File: config.mk
export PLATFORM = sky130hd
export DESIGN_NAME = src_core
export DESIGN_NICKNAME = d
export VERILOG_FILES = /design/src/sv/src_pkg.sv /design/src/sv/src_core.sv
export SDC_FILE = /design/constraint.sdc
export NUM_CORES = 1
export LEC_CHECK = 0
export BUFFER_PORTS_ARGS = -buffer_cell sky130_fd_sc_hd__buf_4
export CORE_MARGIN = 3
export CORE_UTILIZATION = 54
export DETAILED_ROUTE_END_ITERATION = 10
export PLACE_DENSITY = 0.77
export SYNTH_ARGS = -nofsm -noshare
export SYNTH_HDL_FRONTEND = slang
export SYNTH_SLANG_ARGS = --single-unit
File: constraint.sdc
create_clock -name clk -period 5.3 [get_ports clk]
set_input_delay 1.06 -clock clk [delete_from_list [all_inputs] [get_ports clk]]
set_output_delay 1.06 -clock clk [all_outputs]
set_load 0.03 [all_outputs]
File: src/sv/src_pkg.sv
package src_pkg;

  localparam int unsigned HEADER_BYTES = 32;
  localparam int unsigned HDR_IDX_W    = 5;
  localparam int unsigned COUNT_W      = 16;

  localparam logic [31:0] CRC_POLY = 32'hEDB88320;
  localparam logic [31:0] CRC_ONES = 32'hFFFFFFFF;
  localparam logic [HDR_IDX_W-1:0] HDR_CRC_SPAN = 5'd28;
  localparam logic [HDR_IDX_W-1:0] HDR_LAST     = 5'd31;

  localparam logic [1:0] VERDICT_COMPLETE = 2'd0;
  localparam logic [1:0] VERDICT_HDR_BAD  = 2'd1;
  localparam logic [1:0] VERDICT_CRC_BAD  = 2'd2;

  localparam logic [1:0] CFG_MAGIC     = 2'd0;
  localparam logic [1:0] CFG_NAMESPACE = 2'd1;
  localparam logic [1:0] CFG_SLOT_SIZE = 2'd2;

  typedef enum logic [1:0] {
    PH_IDLE,
    PH_HEADER,
    PH_PAYLOAD,
    PH_DONE
  } phase_t;

  typedef struct packed {
    logic [31:0] magic_word;
    logic [7:0]  namespace_id;
    logic [16:0] slot_size;
  } cfg_t;

  typedef struct packed {
    logic        valid;
    logic [1:0]  verdict;
    logic [15:0] major_version;
    logic [15:0] minor_version;
    logic [31:0] generation;
    logic [15:0] payload_length;
    logic [31:0] stored_crc;
  } res_t;

  function automatic logic [31:0] crc_byte(input logic [31:0] crc_in, input logic [7:0] b);
    logic [31:0] c;
    c = crc_in ^ {24'd0, b};
    for (int k = 0; k < 8; k++) begin
      c = (c >> 1) ^ (CRC_POLY & {32{c[0]}});
    end
    return c;
  endfunction

endpackage

File: src/sv/src_core.sv
module src_core #(
  parameter int unsigned MAX_SLOT_BYTES = 65536
) (
  input  logic             clk,
  input  logic             rst,
  input  logic             fire,
  input  logic [7:0]       data_byte,
  input  logic             start_slot,
  input  src_pkg::cfg_t    cfg,
  output src_pkg::res_t    res
);
  import src_pkg::*;

  localparam logic [31:0] MaxSlot = 32'(MAX_SLOT_BYTES);

  phase_t               phase, phase_next, cur;
  logic [COUNT_W-1:0]   byte_count, byte_count_next, cnt, cnt_inc;
  logic [31:0]          header_crc, header_crc_next, hcrc_in, hcrc_new;
  logic [31:0]          body_crc, body_crc_next, bcrc_new;
  logic                 header_fault, header_fault_next, fault_in, fault_b, fault_now;
  logic [7:0]           header_bytes [HEADER_BYTES];
  logic [HDR_IDX_W-1:0] idx;

  logic [31:0] hdr_crc_word, gen_word, len_word, pcrc_word;
  logic [15:0] major_word, minor_word, len_sat;
  logic [16:0] eff, cap17;
  logic [15:0] cap;
  logic        hdr_last, crc_bad, early_bad, range_bad, len_zero, pay_last;

  assign cur      = start_slot ? PH_HEADER : phase;
  assign cnt      = start_slot ? '0 : byte_count;
  assign hcrc_in  = start_slot ? CRC_ONES : header_crc;
  assign fault_in = start_slot ? 1'b0 : header_fault;
  assign idx      = cnt[HDR_IDX_W-1:0];
  assign cnt_inc  = cnt + 1'b1;

  always_comb begin
    fault_b = 1'b0;
    if (idx < 5'd4) begin
      fault_b = data_byte != cfg.magic_word[{idx[1:0], 3'b000} +: 8];
    end else if (idx == 5'd4) begin
      fault_b = data_byte != cfg.namespace_id;
    end else if (idx == 5'd5 || idx == 5'd10 || idx == 5'd11 ||
                 (idx >= 5'd24 && idx < HDR_CRC_SPAN)) begin
      fault_b = data_byte != 8'd0;
    end
  end

  assign fault_now = fault_in | fault_b;
  assign hcrc_new  = (idx < HDR_CRC_SPAN) ? crc_byte(hcrc_in, data_byte) : hcrc_in;
  assign bcrc_new  = crc_byte(body_crc, data_byte);
  assign hdr_last  = idx == HDR_LAST;

  assign hdr_crc_word = {data_byte, header_bytes[30], header_bytes[29], header_bytes[28]};
  assign major_word   = {header_bytes[7], header_bytes[6]};
  assign minor_word   = {header_bytes[9], header_bytes[8]};
  assign gen_word     = {header_bytes[15], header_bytes[14], header_bytes[13], header_bytes[12]};
  assign len_word     = {header_bytes[19], header_bytes[18], header_bytes[17], header_bytes[16]};
  assign pcrc_word    = {header_bytes[23], header_bytes[22], header_bytes[21], header_bytes[20]};
  assign len_sat      = (len_word > 32'h0000FFFF) ? 16'hFFFF : len_word[15:0];

  assign eff   = ({15'd0, cfg.slot_size} > MaxSlot) ? MaxSlot[16:0] : cfg.slot_size;
  assign cap17 = (eff > 17'(HEADER_BYTES)) ? eff - 17'(HEADER_BYTES) : 17'd0;
  assign cap   = (cap17 > 17'h0FFFF) ? 16'hFFFF : cap17[15:0];

  assign crc_bad   = (hcrc_new ^ CRC_ONES) != hdr_crc_word;
  assign early_bad = fault_now | crc_bad;
  assign range_bad = (gen_word == 32'd0) || (len_word > {16'd0, cap});
  assign len_zero  = len_word == 32'd0;
  assign pay_last  = {16'd0, cnt_inc} >= len_word;

  always_comb begin
    phase_next        = phase;
    byte_count_next   = byte_count;
    header_crc_next   = header_crc;
    body_crc_next     = body_crc;
    header_fault_next = header_fault;
    if (fire) begin
      case (cur)
        PH_HEADER: begin
          header_fault_next = fault_now;
          header_crc_next   = hcrc_new;
          byte_count_next   = cnt_inc;
          phase_next        = PH_HEADER;
          if (hdr_last) begin
            if (early_bad || range_bad) begin
              header_fault_next = 1'b1;
              phase_next        = PH_DONE;
            end else begin
              body_crc_next   = CRC_ONES;
              byte_count_next = '0;
              phase_next      = len_zero ? PH_DONE : PH_PAYLOAD;
            end
          end
        end
        PH_PAYLOAD: begin
          body_crc_next   = bcrc_new;
          byte_count_next = cnt_inc;
          if (pay_last) begin
            phase_next = PH_DONE;
          end
        end
        default: begin
        end
      endcase
    end
  end

  always_comb begin
    res                = '0;
    res.major_version  = major_word;
    res.minor_version  = minor_word;
    res.generation     = gen_word;
    res.payload_length = len_sat;
    res.stored_crc     = pcrc_word;
    case (cur)
      PH_HEADER: begin
        if (early_bad) begin
          res.verdict        = VERDICT_HDR_BAD;
          res.major_version  = '0;
          res.minor_version  = '0;
          res.generation     = '0;
          res.payload_length = '0;
          res.stored_crc     = '0;
        end else if (range_bad) begin
          res.verdict = VERDICT_HDR_BAD;
        end else begin
          res.verdict = (pcrc_word == 32'd0) ? VERDICT_COMPLETE : VERDICT_CRC_BAD;
        end
        res.valid = hdr_last && (early_bad || range_bad || len_zero);
      end
      PH_PAYLOAD: begin
        res.verdict = ((bcrc_new ^ CRC_ONES) == pcrc_word) ? VERDICT_COMPLETE
                                                           : VERDICT_CRC_BAD;
        res.valid   = pay_last;
      end
      default: begin
        res.valid = 1'b0;
      end
    endcase
  end

  always_ff @(posedge clk) begin
    if (rst) begin
      phase        <= PH_IDLE;
      byte_count   <= '0;
      header_crc   <= CRC_ONES;
      body_crc     <= CRC_ONES;
      header_fault <= 1'b0;
    end else begin
      phase        <= phase_next;
      byte_count   <= byte_count_next;
      header_crc   <= header_crc_next;
      body_crc     <= body_crc_next;
      header_fault <= header_fault_next;
    end
  end

  always_ff @(posedge clk) begin
    if (fire && cur == PH_HEADER) begin
      header_bytes[idx] <= data_byte;
    end
  end

endmodule

### Word-level counts from Yosys, hierarchy flattened

Memory sizes are Yosys's and may differ from the RTL's.
Index checks and enable logic that the tools add are counted.

* $add $sub $neg: 2
* $lt $le $gt $ge: 9
* equality and inequality tests: 14
* shift operators: 1
* mux-type cells: 35
* bitwise operators: 22
* reductions and logical operators: 18

Operators by type and width (number)
* 31-bit by 32-bit XOR with 32-bit output: 16
* 112-bit 2-to-1 mux: 2
* 32-bit 2-to-1 mux: 4
* 32-bit logical NOT: 3
* 16-bit 2-to-1 mux: 5
* 32-bit inverter: 2
* 32-bit case mux with 2 select lines: 1
* 32-bit by 8-bit XOR with 32-bit output: 2
* 17-bit 2-to-1 mux: 2
* 32-bit == test: 1
* 16-bit by 32-bit >= comparator with 1-bit output: 1
* 32-bit by 16-bit > comparator with 1-bit output: 1
* 32-bit by 16-bit > comparator with 1-bit output, second input constant: 1
* 32-bit inequality test: 1
* 16-bit case mux with 2 select lines: 1
* 32-bit by 6-bit indexed part select with 8-bit output: 1
* 17-bit by 16-bit > comparator with 1-bit output, second input constant: 1
* 17-bit > comparator, second input constant: 1
* 17-bit by 6-bit > comparator with 1-bit output, second input constant: 1
* 17-bit by 6-bit subtractor with 17-bit output, second input constant: 1
* 16-bit by 1-bit adder with 16-bit output, second input constant: 1
* 8-bit inequality test: 2
* 2-bit 2-to-1 mux: 7
* 5-bit by 3-bit == test with 1-bit output, second input constant: 2
* 19 further kinds: 41

* register bits after elaboration: 83
* bits in writable memories: 256
* input bits: 69
* output and inout port bits: 115
* logic and storage cells: 107
* memories: 1

Memories
* header_bytes: words 32, bits a word 8, read ports 19, clocked after Yosys merged registers in 0, wr ports 1, RTL line src_core.sv:21 `logic [7:0] header_bytes [HEADER_BYTES];`

### Longest topological paths before layout

Gate-level depths: netlist of run 1.

* depth after elaboration: 18
* depth in mapped cells: 22
* mapped depth without buffers: 20

### Least setup slack after synthesis of run 1

No wires, ideal clock.

* kind: input -> output
* start: in start_slot
* end: out res[114] in the netlist's numbering
* arrival time: 4.935 ns
* data required time: 4.240 ns
* setup slack: -0.695 ns
* cell stages on the path: 18
* path buffers: 7
* path through: buf_4 buf_2 buf_2 buf_2 buf_2 buf_1 buf_1 nor2b_1 and3_1 nand2_1 nor3_1 xnor2_1 nor2_1 ha_1 nand4_1 o311a_1 or4_1 a21oi_1

RTL lines
* start: declaration: RTL line src_core.sv:8 `input logic start_slot,`
* end: declaration: RTL line src_core.sv:10 `output src_pkg::res_t res`

==> results of run 1 <==
## final timing paths
| check | from | endpoint | cells after the start |
|---|---|---|---|
| max reg2reg | header_crc[1] | body_crc[6] | 14 |
| min | body_crc[29] | body_crc[29] | 1 |
| max | cfg[9] | res[113] | 22 |
| min reg2reg | body_crc[29] | body_crc[29] | 1 |
## layout by cell type (no fill, tap or decap), types with 37 or more instances in the layout
cell type	instances
nand2_1	100
inv_1	38
o211ai_1	37
buf_6	124
edfxtp_1	152
ha_1	38
o21ai_0	39
buf_4	345
nor2_1	117
xor2_1	72
dfxtp_1	83
nor2b_4	99
a21oi_1	49
xnor2_1	132
## cells in the mapped netlist (36+ instances only)
master     instances  area (sq um)
dfxtp_1           83          1660
a2bb2oi_1         36           315
inv_1             40           150
xor2_1            75           657
nor2_1           119           447
xnor2_1          140          1230
a21oi_1           58           290
edfxtp_1         152          4560
nor2b_4           65           895
nor2b_1           52           325
o21ai_0           42           210
nand2_1          103           387
o211ai_1          37           278
ha_1              41           513
clkbuf_1          39           146
## worst max-delay path, stage by stage
cell and delay [ps]:
buf_8 100, nor3_4 190, nand2b_1 110, buf_4 150, inv_2 40, o21ai_2 60, or3_4 390, a21o_1 220
and4_4 200, buf_4 150, a211oi_1 390, ha_1 210, nand4_1 110, nor2_1 170, nand2_1 120, a211oi_2 240
buf_4 190, nand2_1 80, inv_2 110, o2111ai_2 160, a21oi_2 210, buf_6 150
## flip-flops by register name, indices dropped and copies added, names as in the netlist
| name | flops |
|---|---|
| header_crc | 32 |
| body_crc | 32 |
| phase | 2 |
| header_fault | 1 |
| header_bytes | 152 |
| byte_count | 16 |
## cells by family (layout without fill, tap and decap cells)
kind of cell             Yosys count  count (layout)  share of synthesized area
AO/OA/AOI/OAI                    302             302                      0.137
XOR/XNOR                         227             227                      0.137
adder cells (fa/ha/maj)           41              41                     0.0328
buffers and inverters            133             601                     0.0461
flip-flops                       235             235                      0.398
multiplexers                      31              31                     0.0206
AND/OR/NAND/NOR                  563             563                      0.228
## per-layer routing
layer / global-route usage / part of all wire / up-vias
met5: 0 / 0 / -
met3: 0.0512 / 0.11 / 194
met4: 0.113 / 0.038 / 0
met1: 0.491 / 0.39 / 7246
met2: 0.598 / 0.47 / 1097
li1: - / - / 6460
## metrics by stage
step | instances | hold WS (ps) | TNS, ps | area, sq um
floorplan | 1532 | 455 | -6260 | 16000
global placement | 2285 | 465 | -63540 | 19600
detailed placement | 2285 | 487 | -74520 | 19600
CTS | 2362 | 502 | -52810 | 21400
global route | 2378 | 512 | -65690 | 22000
finish | 2378 | 502 | -56120 | 22000
## what timing repair did
action,4_1_cts,5_1_grt
resized for setup,174,61
setup buffers,26,15
endpoints found under the hold margin,0,0
gates cloned,5,10
endpoints found under the setup margin,115,163
pin swaps,25,30
## report_power, final
part / total [mW] / switching (mW) / internal [mW] / leakage [nW]
combinational: 2.19 / 1.13 / 1.07 / 6.57
sequential: 2.04 / 0.0557 / 1.98 / 2.04
clock: 1.95 / 0.861 / 1.09 / 0.437
total: 6.18 / 2.04 / 4.14 / 9.05
## layout make-up
type / count / area, sq um / share of cell area
repair buffers: 513 / 4920 / 0.223
well taps: 378 / 473 / 0.0215
flip-flops and latches: 235 / 6230 / 0.283
inverters: 42 / 161 / 0.00733
clock inverters: 19 / 248 / 0.0113
multi-input cells: 1164 / 9360 / 0.425
clock buffers: 27 / 633 / 0.0288
==> flow_summary.ini, run 1 <==
[worst_setup_path]
crit_type = primary input to output pin
crit_arrival_ps = 4830
crit_required_ps = 4240
cp-start-kind = primary input
r2r_slack_ps = 770
worstPathMaxFanout = 8
end_kind = output pin

[sta]
layout_min_cycle_time_ps = 5890
fin_crit_sh = 1.11
grt_setup_unrepaired = yes
worst_slack_ps = -591
finalMaxSlewViolations = 0
tightestPinTransition_ps = 1230
final-setup-viol-count = 115
finalHoldViolCount = 0
skew_ps = 29.9
slew_headroom = 0.178
max_freq_ghz = 0.170

[logic_synthesis]
synth.avg_cell_area_sq_um = 10.2
ys_ff_latch = 235
async_reset_ff_frac = 0
synth_nets = 1642
synthFlopType = edfxtp_1
syn_area_sq_um = 15600
syn_inst = 1532
yosysSeqAreaShare = 0.398
yosys_warnings = 0
ys_types = 83
synth-edff-count = 152

[global_routing]
grt_pass1_wl_um = 86700
grt_max_degree = 44
grt_overflow = 0
grt_pass1_vias = 14600
grt_use_total = 0.361
antenna_found_initial = 0

[layout]
fillers = 1690
insertedDiodeCount = 0
syn_to_final_growth_pct = 40.8
final_util = 0.782
nets = 2091
layout-drive-gt1-share = 0.380

[floorplanning]
start_util = 0.555
die_w_um = 176
die_area_sq_um = 31000
rows = 61
core_sq_um = 28200
die_y_um = 176
io_pins = 184

[clock_tree]
max-clock-path-buffers = 3
cts_buffers = 25
clkSinkCount = 235
cts-htree-levels = 1
cts_root_buf = clkbuf_16
cts_hold_buf = 0
path_clk_slew_ps = 60
tritoncts = yes
insertion_delay_ps = 560

[placed_design]
post-place-ws_ps = -682
gp_congestion = 1.00
dp_hpwl_um = 38900
numPortBuffers = 183

[route]
totalWireLength_um = 60800
drtIter0Drc = 1732
vias = 15000
ant_nets = 0
wl_per_cell_um = 25.6
drc = 0
vias_per_cell = 6.31
first_pass_iters = 9

[pwr]
worst_ir_drop_vdd_mv = 0.276
total_power_mw = 6.18
cellLeakagePower_nw = 9.05
power_density_nw_per_um2 = 281

[status]
status = finished, violations left
failed_checks = negative setup slack

[worst_hold_path]
hp-class = flop to flop

[job]
cap_violations = 0
No activity file was read; power rests on OpenSTA's default activity.
==> run 2, diff against run 1 <==
Settings changed: REMOVE_ABC_BUFFERS from default to 1.
==> run 2 against run 1 <==
  * The flow still finishes with violations (negative setup slack)
  * Clock skew fell by 18 ps
  * Total power decreased by 0.44%
  * Combinational power about the same
  * Global-route usage fell by 3.5 points
  * Utilization shrank 1.1 points
  * Final cell count increased by 0.29%
  * Largest cell class unchanged
  * Maximum frequency is 1.9% higher
  * Critical path type unchanged
  * Critical endpoint unchanged
  * Count of clock-buffer cells in the layout is 2 higher
  * Highest routed layer unchanged
==> flow_summary.ini, run 2 (synthesis gave the netlist of run 1 again) <==
[status]
status = finished, violations left
failed_checks = negative setup slack

[layout]
regMostFlops = header_bytes
layoutNonFillerInstCount = 2385
insertedDiodeCount = 0
syn_to_final_growth_pct = 38.9
nets = 2097
largest_register_ffs = 152
layout_commonest_cell = buf_4
layout-drive-gt1-share = 0.366
layout_common_cells = buf_4 (371), edfxtp_1 (152), xnor2_1 (135), nor2_1 (116), buf_6 (112)
fillers = 1783
reg_top3 = header_bytes x152, body_crc x32, header_crc x32
final_util = 0.771

[global_routing]
grt_pass1_wl_um = 79700
grt_pass1_vias = 14200
antenna_found_initial = 0
grt_overflow = 0
grt_max_degree = 33
grt_use_total = 0.325

[pwr]
internal-power_mw = 4.22
power_density_nw_per_um2 = 283
total_power_mw = 6.15
p_switching_mw = 1.93
clkPwrFrac = 0.316
switching_share = 0.314
comb_power_share = 0.353
pwr-share-seq = 0.330
worst_ir_drop_vdd_mv = 0.274
cellLeakagePower_nw = 8.96

[placed_design]
numPortBuffers = 183
placed_cells = 2303
gp_congestion = 0.977
dp_hpwl_um = 37300

[worst_setup_path]
crit_chain = buf_4, inv_1, a21o_1, nor4_2, buf_4, o21ai_0, a22oi_2, or3b_2, or4_4, a2111oi_4, and4b_4, buf_6, buf_6, o2111ai_2, a21oi_2, buf_6
reg2reg_from = header_crc[2]
crit_arrival_ps = 4720
cp_top_family = simple AND/OR/NAND/NOR gates
worstRegToRegCells = 15
r2r_slack_ps = 970
end_kind = output pin
crit-reg2reg-capture = body_crc[16]
worstPathMaxFanout = 5
slowest_stage = or3b_2
cpPeakStageDelay_ps = 460
cpMostUsedCell = buf_6
crit_type = primary input to output pin
path_buf_inv = 6
crit_required_ps = 4240
cp-start-kind = primary input

[route]
drtIter0Drc = 1382
drc = 0
vias_per_cell = 6.05
totalWireLength_um = 54700
vias = 14400
first_pass_iters = 8
ant_nets = 0
wl_per_cell_um = 22.9

[worst_hold_path]
worstHoldStart = body_crc[5]
hold_path_end = body_crc[5]
hp-class = flop to flop
whs_path_depth = 1

[sta]
fin_crit_sh = 1.09
tns_ps = -41700
slew_headroom = 0.492
finalHoldViolCount = 0
final-setup-viol-count = 115
max_freq_ghz = 0.173
finalMaxSlewViolations = 0
hold_ws_ps = 503
grt_setup_unrepaired = yes
skew_ps = 12.2
tightestPinTransition_ps = 760
worst_slack_ps = -484
layout_min_cycle_time_ps = 5780

[clock_tree]
path_clk_slew_ps = 60
cts-htree-levels = 1
cts_buffers = 26
cts_hold_buf = 0
max-clock-path-buffers = 3
tritoncts = yes
cts_root_buf = clkbuf_16
insertion_delay_ps = 540
clkSinkCount = 235

[floorplanning]
die_y_um = 176
die_area_sq_um = 31000
rows = 61
die_w_um = 176
core_sq_um = 28200
start_util = 0.555
io_pins = 184

[job]
cap_violations = 0
run 2: worst reg2reg max path, stage by stage, from the launching register on:
cell and delay, ps:
dfxtp_1 560, buf_4 220, xnor2_1 80, or3_4 360, a211o_1 270, and4_1 220
or4_1 480, a222oi_1 300, nand4_1 250, buf_4 210, buf_4 120, nor3_2 190
nand3_1 200, a31oi_2 320, buf_12 230, a2bb2oi_1 230
run 2: per-stage QoR:
stage	worst slack, ps	area, sq um
floorplan	-3460	15100
global placement	-569	19300
detailed placement	-599	19300
CTS	-389	21000
global route	-628	21700
finish	-484	21700
run 2: cell type report:
type                    count  area [sq um]  share of cell area
clock buffers              29           672              0.0309
repair buffers            518          4830               0.223
flip-flops and latches    235          6230               0.287
clock inverters            19           248              0.0114
inverters                  42           159             0.00732
well taps                 378           473              0.0218
multi-input cells        1164          9110               0.419
run 2: power by group through the flow:
stage / Clock [mW] / Sequential [mW] / Combinational [mW]
final: 1.95 / 2.03 / 2.17
after detailed placement: 0 / 2.07 / 1.91
after floorplan: 0 / 2.06 / 1.06
after CTS: 1.94 / 2.03 / 2.03
after global routing: 2.02 / 2.04 / 2.29
after global placement: 0 / 2.07 / 1.89
run 2: metal layers:
metal	vias up	GRT usage	routed length (um)
li1	6468	-	-
met1	6935	0.427	20700
met3	184	0.0484	4830
met5	-	0	0
met2	852	0.544	26500
met4	0	0.129	2640
run 2: worst max path at each step:
stage / depth (start not counted) / end / start
CTS: 16 / res[99] / start_slot
detailed placement: 16 / res[10] / start_slot
global route: 22 / res[113] / cfg[9]
finish: 16 / res[113] / data_byte[2]
global placement: 16 / res[10] / start_slot
floorplan: 10 / res[0] / start_slot
run 2: repair_timing:
item | CTS | global route
setup endpoints to repair | 115 | 115
cloned | 4 | 11
pin swaps | 10 | 45
resized for setup | 128 | 105
hold endpoints to repair | 0 | 0
buffers inserted | 10 | 10
